$ cat src/rtl/core/assert_macros.svh
// Assertion macros shared by the tone generator RTL.
// Each macro takes a label, the clock, the active-low reset, the checked
// expressions and a message string.
`ifndef ASSERT_MACROS_SVH
`define ASSERT_MACROS_SVH

`ifndef SYNTH

`define STG_ASSERT(label, clk, rstn, expr, msg) \
  label: assert property (@(posedge clk) disable iff (!rstn) (expr)) else $error(msg);

`define STG_ASSERT_IMP(label, clk, rstn, ante, cons, msg) \
  label: assert property (@(posedge clk) disable iff (!rstn) (ante) |-> (cons)) \
    else $error(msg);

`define STG_ASSERT_NXT(label, clk, rstn, ante, cons, msg) \
  label: assert property (@(posedge clk) disable iff (!rstn) (ante) |=> (cons)) \
    else $error(msg);

`else

`define STG_ASSERT(label, clk, rstn, expr, msg)

`define STG_ASSERT_IMP(label, clk, rstn, ante, cons, msg)

`define STG_ASSERT_NXT(label, clk, rstn, ante, cons, msg)

`endif

`endif

$ cat src/rtl/core/stg_pkg.sv
`timescale 1ns / 1ps

package stg_pkg;

  // Field widths.
  localparam int RATE_W   = 17;
  localparam int RAMP_W   = 12;
  localparam int INC_W    = 32;
  localparam int MS_W     = 16;
  localparam int MAG_W    = 15;
  localparam int SAMPLE_W = 16;

  // Serial divider sizing: the dividend covers rate times milliseconds.
  localparam int DIVIDEND_W = RATE_W + MS_W;
  localparam int DIVISOR_W  = RAMP_W;
  localparam int DIV_CNT_W  = $clog2(DIVIDEND_W);

  // Frame count scaling. rate*ms/1000 equals (rate*ms/8)/125, and the
  // division by 125 is a multiply by ceil(2^37/125) and a 37-bit shift,
  // which is exact for every dividend below 2^30.
  localparam int SCALED_W     = DIVIDEND_W - 3;
  localparam int RECIP_W      = 31;
  localparam int RECIP_SHIFT  = 37;
  localparam int SCALE_PROD_W = SCALED_W + RECIP_W;
  localparam logic [RECIP_W-1:0] RECIP_125 = 31'd1099511628;

  // Constants.
  localparam logic [MAG_W-1:0] FULL_MAG = 15'd22936;

  localparam logic [RATE_W-1:0] RATE_RESET    = 17'd48000;
  localparam logic [RAMP_W-1:0] ATTACK_RESET  = 12'd240;
  localparam logic [RAMP_W-1:0] RELEASE_RESET = 12'd960;

  // Input item kinds.
  localparam logic FUNC_START = 1'b0;
  localparam logic FUNC_TICK  = 1'b1;

  // Register indexes on the configuration port.
  localparam int            REG_IDX_W   = 2;
  localparam logic [REG_IDX_W-1:0] REG_RATE    = 2'd0;
  localparam logic [REG_IDX_W-1:0] REG_ATTACK  = 2'd1;
  localparam logic [REG_IDX_W-1:0] REG_RELEASE = 2'd2;

  typedef struct packed {
    logic busy;
    logic done;
  } div_stat_t;

  typedef struct packed {
    logic                       last;
    logic                       active;
    logic signed [SAMPLE_W-1:0] sample;
  } result_t;

endpackage

$ cat src/rtl/core/stg_divider.sv
`timescale 1ns / 1ps
`include "assert_macros.svh"

// Restoring divider, one quotient bit per cycle.
module stg_divider (
  input  logic                                clk,
  input  logic                                rst_n,
  input  logic                                start,
  input  logic [stg_pkg::DIVIDEND_W-1:0]      dividend,
  input  logic [stg_pkg::DIVISOR_W-1:0]       divisor,
  output logic [stg_pkg::DIVIDEND_W-1:0]      quotient,
  output stg_pkg::div_stat_t                  stat
);

  localparam logic [stg_pkg::DIV_CNT_W-1:0] LAST_STEP =
    stg_pkg::DIV_CNT_W'(stg_pkg::DIVIDEND_W - 1);

  logic [stg_pkg::DIVIDEND_W-1:0] quo_r;
  logic [stg_pkg::DIVISOR_W-1:0]  rem_r;
  logic [stg_pkg::DIVISOR_W-1:0]  den_r;
  logic [stg_pkg::DIV_CNT_W-1:0]  cnt_r;
  logic                           busy_r;
  logic                           done_r;

  logic [stg_pkg::DIVISOR_W:0]    rem_sh;
  logic [stg_pkg::DIVISOR_W:0]    rem_sub;
  logic                           fits;

  assign rem_sh  = {rem_r, quo_r[stg_pkg::DIVIDEND_W-1]};
  assign fits    = rem_sh >= {1'b0, den_r};
  assign rem_sub = rem_sh - {1'b0, den_r};

  always_ff @(posedge clk) begin
    if (!rst_n) begin
      busy_r <= 1'b0;
      done_r <= 1'b0;
      cnt_r  <= '0;
    end else begin
      done_r <= 1'b0;
      if (start) begin
        busy_r <= 1'b1;
        cnt_r  <= '0;
        quo_r  <= dividend;
        rem_r  <= '0;
        den_r  <= divisor;
      end else if (busy_r) begin
        quo_r <= {quo_r[stg_pkg::DIVIDEND_W-2:0], fits};
        rem_r <= fits ? rem_sub[stg_pkg::DIVISOR_W-1:0] : rem_sh[stg_pkg::DIVISOR_W-1:0];
        cnt_r <= cnt_r + 1'b1;
        if (cnt_r == LAST_STEP) begin
          busy_r <= 1'b0;
          done_r <= 1'b1;
        end
      end
    end
  end

  assign quotient  = quo_r;
  assign stat.busy = busy_r;
  assign stat.done = done_r;

  `STG_ASSERT_NXT(a_start_busy, clk, rst_n, start, busy_r, "divider did not go busy on start")
  `STG_ASSERT_IMP(a_cnt_range, clk, rst_n, busy_r, cnt_r <= LAST_STEP, "divider step count overran")

endmodule

$ cat src/rtl/core/stg_core.sv
`timescale 1ns / 1ps
`include "assert_macros.svh"

// Sequencer and tone state. The envelope ratios go through the serial
// divider; the frame count of a start comes from a reciprocal multiply.
module stg_core #(
  parameter int PHASE_BITS = 32,
  parameter int FRAME_BITS = 23
) (
  input  logic                            clk,
  input  logic                            rst_n,
  input  logic                            in_valid,
  output logic                            in_ready,
  input  logic                            in_func,
  input  logic [stg_pkg::INC_W-1:0]       in_inc,
  input  logic [stg_pkg::MS_W-1:0]        in_ms,
  input  logic [stg_pkg::RATE_W-1:0]      rate,
  input  logic [stg_pkg::RAMP_W-1:0]      attack,
  input  logic [stg_pkg::RAMP_W-1:0]      release_len,
  output logic                            res_valid,
  input  logic                            res_ready,
  output stg_pkg::result_t                res
);

  typedef enum logic [6:0] {
    S_IDLE  = 7'b0000001,
    S_PREP  = 7'b0000010,
    S_SCALE = 7'b0000100,
    S_MUL   = 7'b0001000,
    S_WAIT  = 7'b0010000,
    S_FIN   = 7'b0100000,
    S_OUT   = 7'b1000000
  } state_t;

  localparam logic [stg_pkg::DIVIDEND_W-1:0] FRAME_MAX =
    stg_pkg::DIVIDEND_W'((64'd1 << FRAME_BITS) - 64'd1);

  state_t state_r, state_nxt;

  logic                          func_r;
  logic [PHASE_BITS-1:0]         inc_r;
  logic [stg_pkg::MS_W-1:0]      ms_r;
  logic [PHASE_BITS-1:0]         phase_r;
  logic [PHASE_BITS-1:0]         step_r;
  logic [FRAME_BITS-1:0]         frame_r;
  logic [FRAME_BITS-1:0]         total_r;
  logic                          running_r;
  logic [stg_pkg::RAMP_W-1:0]    num_r;
  logic [stg_pkg::RAMP_W-1:0]    den_r;
  logic                          last_r;
  logic                          end_r;
  logic                          neg_r;
  logic [stg_pkg::SCALED_W-1:0]  scaled_r;
  logic [stg_pkg::DIVIDEND_W-1:0] count_r;
  stg_pkg::result_t              res_r;

  logic [stg_pkg::RAMP_W-1:0]    att_eff;
  logic [stg_pkg::RAMP_W-1:0]    rel_eff;
  logic [FRAME_BITS:0]           frame_p1;
  logic                          in_attack;
  logic                          in_release;
  logic [FRAME_BITS-1:0]         frames_left;
  logic [stg_pkg::DIVIDEND_W-1:0] frames_prod;
  logic [stg_pkg::SCALE_PROD_W-1:0] scale_prod;
  logic [stg_pkg::MAG_W+stg_pkg::RAMP_W-1:0] mag_prod;
  logic                          div_start;
  logic [stg_pkg::DIVIDEND_W-1:0] div_dividend;
  logic [stg_pkg::DIVISOR_W-1:0] div_divisor;
  logic [stg_pkg::DIVIDEND_W-1:0] div_quot;
  stg_pkg::div_stat_t            div_stat;
  logic [FRAME_BITS-1:0]         count_sat;
  logic [stg_pkg::MAG_W-1:0]     mag;

  // Ramp lengths of zero behave as one.
  assign att_eff = (attack == '0) ? stg_pkg::RAMP_W'(1) : attack;
  assign rel_eff = (release_len == '0) ? stg_pkg::RAMP_W'(1) : release_len;

  assign frame_p1    = {1'b0, frame_r} + (FRAME_BITS+1)'(1);
  assign in_attack   = frame_r < FRAME_BITS'(att_eff);
  assign in_release  = ({1'b0, frame_r} + (FRAME_BITS+1)'(rel_eff)) >= {1'b0, total_r};
  assign frames_left = total_r - frame_r;

  assign frames_prod = rate * ms_r;
  assign scale_prod  = scaled_r * stg_pkg::RECIP_125;
  assign mag_prod    = stg_pkg::FULL_MAG * num_r;

  assign div_start    = (state_r == S_MUL);
  assign div_dividend = stg_pkg::DIVIDEND_W'(mag_prod);
  assign div_divisor  = den_r;

  stg_divider u_div (
    .clk      (clk),
    .rst_n    (rst_n),
    .start    (div_start),
    .dividend (div_dividend),
    .divisor  (div_divisor),
    .quotient (div_quot),
    .stat     (div_stat)
  );

  // Long tones saturate to the largest frame count.
  assign count_sat = (count_r > FRAME_MAX) ? {FRAME_BITS{1'b1}} : count_r[FRAME_BITS-1:0];
  assign mag       = div_quot[stg_pkg::MAG_W-1:0];

  always_comb begin
    state_nxt = state_r;
    case (state_r)
      S_IDLE: begin
        if (in_valid) state_nxt = S_PREP;
      end
      S_PREP: begin
        if (func_r == stg_pkg::FUNC_START) state_nxt = S_SCALE;
        else if (running_r)                state_nxt = S_MUL;
        else                               state_nxt = S_OUT;
      end
      S_SCALE: state_nxt = S_FIN;
      S_MUL:   state_nxt = S_WAIT;
      S_WAIT: begin
        if (div_stat.done) state_nxt = S_FIN;
      end
      S_FIN: begin
        state_nxt = (func_r == stg_pkg::FUNC_START) ? S_IDLE : S_OUT;
      end
      S_OUT: begin
        if (res_ready) state_nxt = S_IDLE;
      end
      default: state_nxt = S_IDLE;
    endcase
  end

  always_ff @(posedge clk) begin
    if (!rst_n) begin
      state_r   <= S_IDLE;
      phase_r   <= '0;
      step_r    <= '0;
      frame_r   <= '0;
      total_r   <= '0;
      running_r <= 1'b0;
    end else begin
      state_r <= state_nxt;
      case (state_r)
        S_IDLE: begin
          if (in_valid) begin
            func_r <= in_func;
            inc_r  <= in_inc[PHASE_BITS-1:0];
            ms_r   <= in_ms;
          end
        end
        S_PREP: begin
          if (func_r == stg_pkg::FUNC_TICK) begin
            // The sign comes from the phase before this tick's advance.
            neg_r   <= phase_r[PHASE_BITS-1];
            phase_r <= phase_r + step_r;
            res_r   <= '0;
            last_r  <= frame_p1 == {1'b0, total_r};
            end_r   <= frame_p1 >= {1'b0, total_r};
            if (in_attack) begin
              num_r <= frame_r[stg_pkg::RAMP_W-1:0];
              den_r <= att_eff;
            end else if (in_release) begin
              num_r <= frames_left[stg_pkg::RAMP_W-1:0];
              den_r <= rel_eff;
            end else begin
              // Full scale: dividing by one gives the constant itself.
              num_r <= stg_pkg::RAMP_W'(1);
              den_r <= stg_pkg::RAMP_W'(1);
            end
          end else begin
            // The low three bits drop out with the factor of eight in 1000.
            scaled_r <= frames_prod[stg_pkg::DIVIDEND_W-1:3];
          end
        end
        S_SCALE: begin
          count_r <= stg_pkg::DIVIDEND_W'(
            scale_prod[stg_pkg::SCALE_PROD_W-1:stg_pkg::RECIP_SHIFT]);
        end
        S_FIN: begin
          if (func_r == stg_pkg::FUNC_START) begin
            if ((count_r != '0) && (inc_r != '0)) begin
              step_r    <= inc_r;
              phase_r   <= '0;
              frame_r   <= '0;
              total_r   <= count_sat;
              running_r <= 1'b1;
            end
          end else begin
            res_r.sample <= neg_r ? (stg_pkg::SAMPLE_W'(0) - stg_pkg::SAMPLE_W'(mag))
                                  : stg_pkg::SAMPLE_W'(mag);
            res_r.active <= 1'b1;
            res_r.last   <= last_r;
            if (end_r) begin
              running_r <= 1'b0;
              frame_r   <= '0;
            end else begin
              frame_r <= frame_p1[FRAME_BITS-1:0];
            end
          end
        end
        default: ;
      endcase
    end
  end

  assign in_ready  = (state_r == S_IDLE);
  assign res_valid = (state_r == S_OUT);
  assign res       = res_r;

  `STG_ASSERT_IMP(a_frame_in_tone, clk, rst_n, running_r, frame_r < total_r, "frame past end")
  `STG_ASSERT_IMP(a_res_no_div, clk, rst_n, res_valid, !div_stat.busy, "divider still busy")

endmodule

$ cat src/rtl/core/square_tone_envelope_generator_unit.sv
`timescale 1ns / 1ps
// A tick during a tone passes through prep, divider start, the wait on the
// 33-step serial divider and finish before its sample is presented; an idle
// tick goes straight from prep to its zero. Each tick, and a start, which
// produces no output, holds the input until done; output stalls add to it.
// Reset (synchronous, active low) stops any tone, clears phase and frame state,
// empties the output register and restores 48000 Hz, 240 and 960 frame ramps.
`include "assert_macros.svh"

module square_tone_envelope_generator_unit #(
  parameter int PHASE_BITS = 32,
  parameter int FRAME_BITS = 23
) (
  input  logic        clk,
  input  logic        rst_n,

  // Input stream.
  input  logic        in_tvalid,
  output logic        in_tready,
  input  logic [47:0] in_tdata,   // [31:0] phase_increment, [47:32] duration_ms
  input  logic        in_tuser,   // [0] func: 0 start tone, 1 tick

  // Sample stream.
  output logic        out_tvalid,
  input  logic        out_tready,
  output logic [15:0] out_tdata,  // [15:0] sample (signed)
  output logic        out_tuser,  // [0] tone_active
  output logic        out_tlast,  // tone_last

  // Configuration port.
  input  logic        cfg_psel,
  input  logic        cfg_penable,
  input  logic        cfg_pwrite,
  input  logic [3:0]  cfg_paddr,
  input  logic [31:0] cfg_pwdata,
  output logic [31:0] cfg_prdata,
  output logic        cfg_pready
);

  // Configuration registers. The register index sits in address bits 3:2,
  // and writes to the unused fourth slot are dropped.
  logic [stg_pkg::RATE_W-1:0] rate_r;
  logic [stg_pkg::RAMP_W-1:0] attack_r;
  logic [stg_pkg::RAMP_W-1:0] release_r;
  logic                       cfg_wr;
  logic [stg_pkg::REG_IDX_W-1:0] cfg_idx;

  assign cfg_pready = 1'b1;
  assign cfg_wr     = cfg_psel & cfg_penable & cfg_pwrite & cfg_pready;
  assign cfg_idx    = cfg_paddr[3:2];

  always_ff @(posedge clk) begin
    if (!rst_n) begin
      rate_r    <= stg_pkg::RATE_RESET;
      attack_r  <= stg_pkg::ATTACK_RESET;
      release_r <= stg_pkg::RELEASE_RESET;
    end else if (cfg_wr) begin
      case (cfg_idx)
        stg_pkg::REG_RATE:    rate_r    <= cfg_pwdata[stg_pkg::RATE_W-1:0];
        stg_pkg::REG_ATTACK:  attack_r  <= cfg_pwdata[stg_pkg::RAMP_W-1:0];
        stg_pkg::REG_RELEASE: release_r <= cfg_pwdata[stg_pkg::RAMP_W-1:0];
        default: ;
      endcase
    end
  end

  always_comb begin
    case (cfg_idx)
      stg_pkg::REG_RATE:    cfg_prdata = 32'(rate_r);
      stg_pkg::REG_ATTACK:  cfg_prdata = 32'(attack_r);
      stg_pkg::REG_RELEASE: cfg_prdata = 32'(release_r);
      default:              cfg_prdata = '0;
    endcase
  end

  // The core sequences one transaction at a time: a start scales rate times
  // milliseconds to a frame count with a reciprocal multiply, and a tick during
  // a tone works out the envelope ratio on the serial divider.
  logic             res_valid;
  logic             res_ready;
  stg_pkg::result_t res;

  stg_core #(
    .PHASE_BITS (PHASE_BITS),
    .FRAME_BITS (FRAME_BITS)
  ) u_core (
    .clk         (clk),
    .rst_n       (rst_n),
    .in_valid    (in_tvalid),
    .in_ready    (in_tready),
    .in_func     (in_tuser),
    .in_inc      (in_tdata[31:0]),
    .in_ms       (in_tdata[47:32]),
    .rate        (rate_r),
    .attack      (attack_r),
    .release_len (release_r),
    .res_valid   (res_valid),
    .res_ready   (res_ready),
    .res         (res)
  );

  // Output register. While a sample waits here the core already takes the
  // next input transaction; it only stalls once it has another sample ready.
  logic             out_valid_r;
  stg_pkg::result_t out_r;

  assign res_ready = !out_valid_r || out_tready;

  always_ff @(posedge clk) begin
    if (!rst_n) begin
      out_valid_r <= 1'b0;
    end else begin
      if (res_valid && res_ready) begin
        out_valid_r <= 1'b1;
        out_r       <= res;
      end else if (out_tready) begin
        out_valid_r <= 1'b0;
      end
    end
  end

  assign out_tvalid = out_valid_r;
  assign out_tdata  = out_r.sample;
  assign out_tuser  = out_r.active;
  assign out_tlast  = out_r.last;

  // The last sample of a tone always belongs to a running tone.
  `STG_ASSERT_IMP(a_last_active, clk, rst_n, out_tvalid && out_tlast, out_tuser, "last not active")

endmodule

$ cat config.mk
export PLATFORM = sky130hd
export DESIGN_NAME = square_tone_envelope_generator_unit
export DESIGN_NICKNAME = d
export VERILOG_FILES = /design/src/rtl/core/stg_pkg.sv /design/src/rtl/core/stg_divider.sv /design/src/rtl/core/stg_core.sv /design/src/rtl/core/square_tone_envelope_generator_unit.sv
export VERILOG_INCLUDE_DIRS = /design/src /design/src/rtl/core
export SDC_FILE = /design/constraint.sdc
export NUM_CORES = 2
export LEC_CHECK = 0
export BUFFER_PORTS_ARGS = -buffer_cell sky130_fd_sc_hd__clkbuf_2
export CAP_MARGIN = 20
export CORE_MARGIN = 2
export CORE_UTILIZATION = 60
export CTS_BUF_LIST = sky130_fd_sc_hd__clkbuf_2
export DETAILED_ROUTE_END_ITERATION = 12
export PLACE_DENSITY = 0.88
export SKIP_CTS_REPAIR_TIMING = 1
export SLEW_MARGIN = 20
export SYNTH_ARGS = -nofsm -noshare
export SYNTH_HDL_FRONTEND = slang
export SYNTH_HIERARCHICAL = 1
export SYNTH_SLANG_ARGS = --single-unit
$ cat constraint.sdc
create_clock -name clk -period 7.5 [get_ports clk]
set_input_delay 1.5 -clock clk [delete_from_list [all_inputs] [get_ports clk]]
set_output_delay 1.5 -clock clk [all_outputs]
set_load 0.02 [all_outputs]
==> flow_metrics.env <==
export IMPL_cp_data_required_time_ns=8.20
export IMPL_die_h_um=277
export IMPL_critical_path_max_fanout=5
export IMPL_dr_max_layer_used="met4"
export IMPL_status="completed"
export IMPL_cpPeakStageDelay_ns=0.56
export IMPL_netlist_area_um2=44900
export IMPL_fin_skew_ns=0.189
export IMPL_cp_buffers_inverters=8
export IMPL_dr_wl_met3_um=8460
export IMPL_die_w_um=277
export IMPL_timing_fmax_ghz=0.134
export IMPL_seqCellArea_um2=10100
export IMPL_antenna_found_initial=3
export IMPL_finalCriticalPeriod_ns=7.47
export IMPL_route_layer_met1_wl_um=42900
export IMPL_p_leak_uw=0.0237
export IMPL_min_period_over_period_pct=99.6
export IMPL_arrival_ns=8.17
export IMPL_dr_total_vias=33900
export IMPL_drt_total_wl_um=110000
export IMPL_overflow=0
export IMPL_drt_vias_per_instance=5.76
export IMPL_detailed_place_hpwl_um=87800
export IMPL_yosys_warnings=6
export IMPL_max_clock_path_buffers=3
export IMPL_powerDensity_nw_per_um2=285
export IMPL_cts_buffers=98
export IMPL_cp_end_kind="flip-flop"
export IMPL_drt_iter0_markers=2655
export IMPL_final_net_count=6123
export IMPL_grt_pass1_vias=35400
export IMPL_post_place_ws_ns=-0.0206
export IMPL_finish_instance_area_um2=48100
export IMPL_fillers=5519
export IMPL_clock_sinks=391
export IMPL_grt_pass1_wl_um=176000
export IMPL_finalMaxSlewViolations=0
export IMPL_drive_gt1_share_pct=10.2
export IMPL_cts_tree="built"
export IMPL_start_kind="flip-flop"
export IMPL_path_class="reg -> reg"
export IMPL_max_slew_margin_pct=27.9
export IMPL_drv_cap=0
export IMPL_portBuffers=111
export IMPL_clock_latency_ns=1.13
export IMPL_hold_violations=0
export IMPL_critPathSlowestCell="fa_1"
export IMPL_setup_ws_ns=0.0326
export IMPL_io_pins=145
export IMPL_grt_use_total_pct=28.5
export IMPL_peakVddDrop_mv=0.450
export IMPL_reg2reg_from="u_core/scaled_r[10]"
export IMPL_htreeDepth=3
export IMPL_multi_input_area_um2=30900
export IMPL_cts_clk_slew_worst_paths_ns=0.10
export IMPL_clockRootBuffer="clkbuf_2"
export IMPL_grt_max_degree=89
export IMPL_place_area_um2=46800
export IMPL_hold_slack_ns=0.415
export IMPL_wl_per_cell_um=18.6
export IMPL_ant_nets=0
export IMPL_hp_start="u_core/res[8]"
export IMPL_synth_area_per_cell_um2=9.68
export IMPL_crit_top_cell="fa_1"
export IMPL_die_area_um2=77000
export IMPL_place_gp_congestion=0.980
export IMPL_syn_to_final_growth_pct=7.18
export IMPL_holdCritPathClass="reg -> reg"
export IMPL_setup_viol=0
export IMPL_startpoint="u_core/scaled_r[10]"
export IMPL_max_slew_worst_pin_slew_ns=1.07
export IMPL_drc_errors=0
export IMPL_detail_route_first_pass_iterations=6
export IMPL_start_util_pct=60.5
export IMPL_wl_met2_um=53000
export IMPL_rows=100
export IMPL_crit_family="adder cells"
export IMPL_synthCells=4633
export IMPL_core_um2=74200
==> placed cells by master (no fill, tap or decap), drive strengths merged, types with 60 or more instances in the layout <==
cell / n
edfxtp: 223
nand2: 426
dfxtp: 168
and2: 125
xor2: 67
nor3: 75
xnor2: 96
buf: 125
nor2: 153
fa: 524
inv: 931
a21oi: 152
o21ai: 140
ha: 677
a21o: 60
nand3: 79
clkbuf: 254
==> layout make-up <==
type                    count  share of cell area [%]
diodes                      3                  0.0156
flip-flops and latches    391                    20.9
multi-input cells        3175                    64.3
repair buffers            235                    3.14
clock inverters            39                   0.357
inverters                 929                    7.25
clock buffers             144                    1.50
well taps                 969                    2.52
==> registers in the layout (all words and copies together), names as in the netlist, 18 cells and up <==
signal                 flops
u_core/frame_r            23
u_core/total_r            23
u_core/res                18
u_core/inc_r              32
u_core/scaled_r           30
u_core/phase_r            32
u_core/u_div/quotient     33
u_core/step_r             32
u_core/count_r            24
==> worst paths after layout <==
path | endpoint | slack, ns | cells past startpoint
max | u_core/count_r[9] | 0.03 | 27
min reg2reg | out_tdata[8] | 0.41 | 0
min | out_tdata[8] | 0.41 | 0
max reg2reg | u_core/count_r[9] | 0.03 | 27
==> power breakdown <==
part / internal (µW) / switching (µW)
Combinational: 4040 / 5610
Sequential: 2550 / 46.5
Clock: 526 / 933
==> layer usage <==
| layer | up-vias | global-route usage [%] |
|---|---|---|
| met5 | - | 0 |
| met4 | 0 | 12.2 |
| met3 | 376 | 5.12 |
| met2 | 1441 | 48.2 |
| met1 | 16500 | 35.8 |
| li1 | 15600 | - |
==> metrics by stage <==
step	utilization [%]	TNS, ns	instances	power, µW
finish	64.8	0	5885	13700
global route	64.8	-0.680	5883	14800
CTS	64.3	-0.241	5866	13000
detailed placement	63.1	-0.0206	5683	11500
global placement	63.1	0	5683	11200
floorplan	-	0	4655	8880
(Power assumes the default switching activity.)
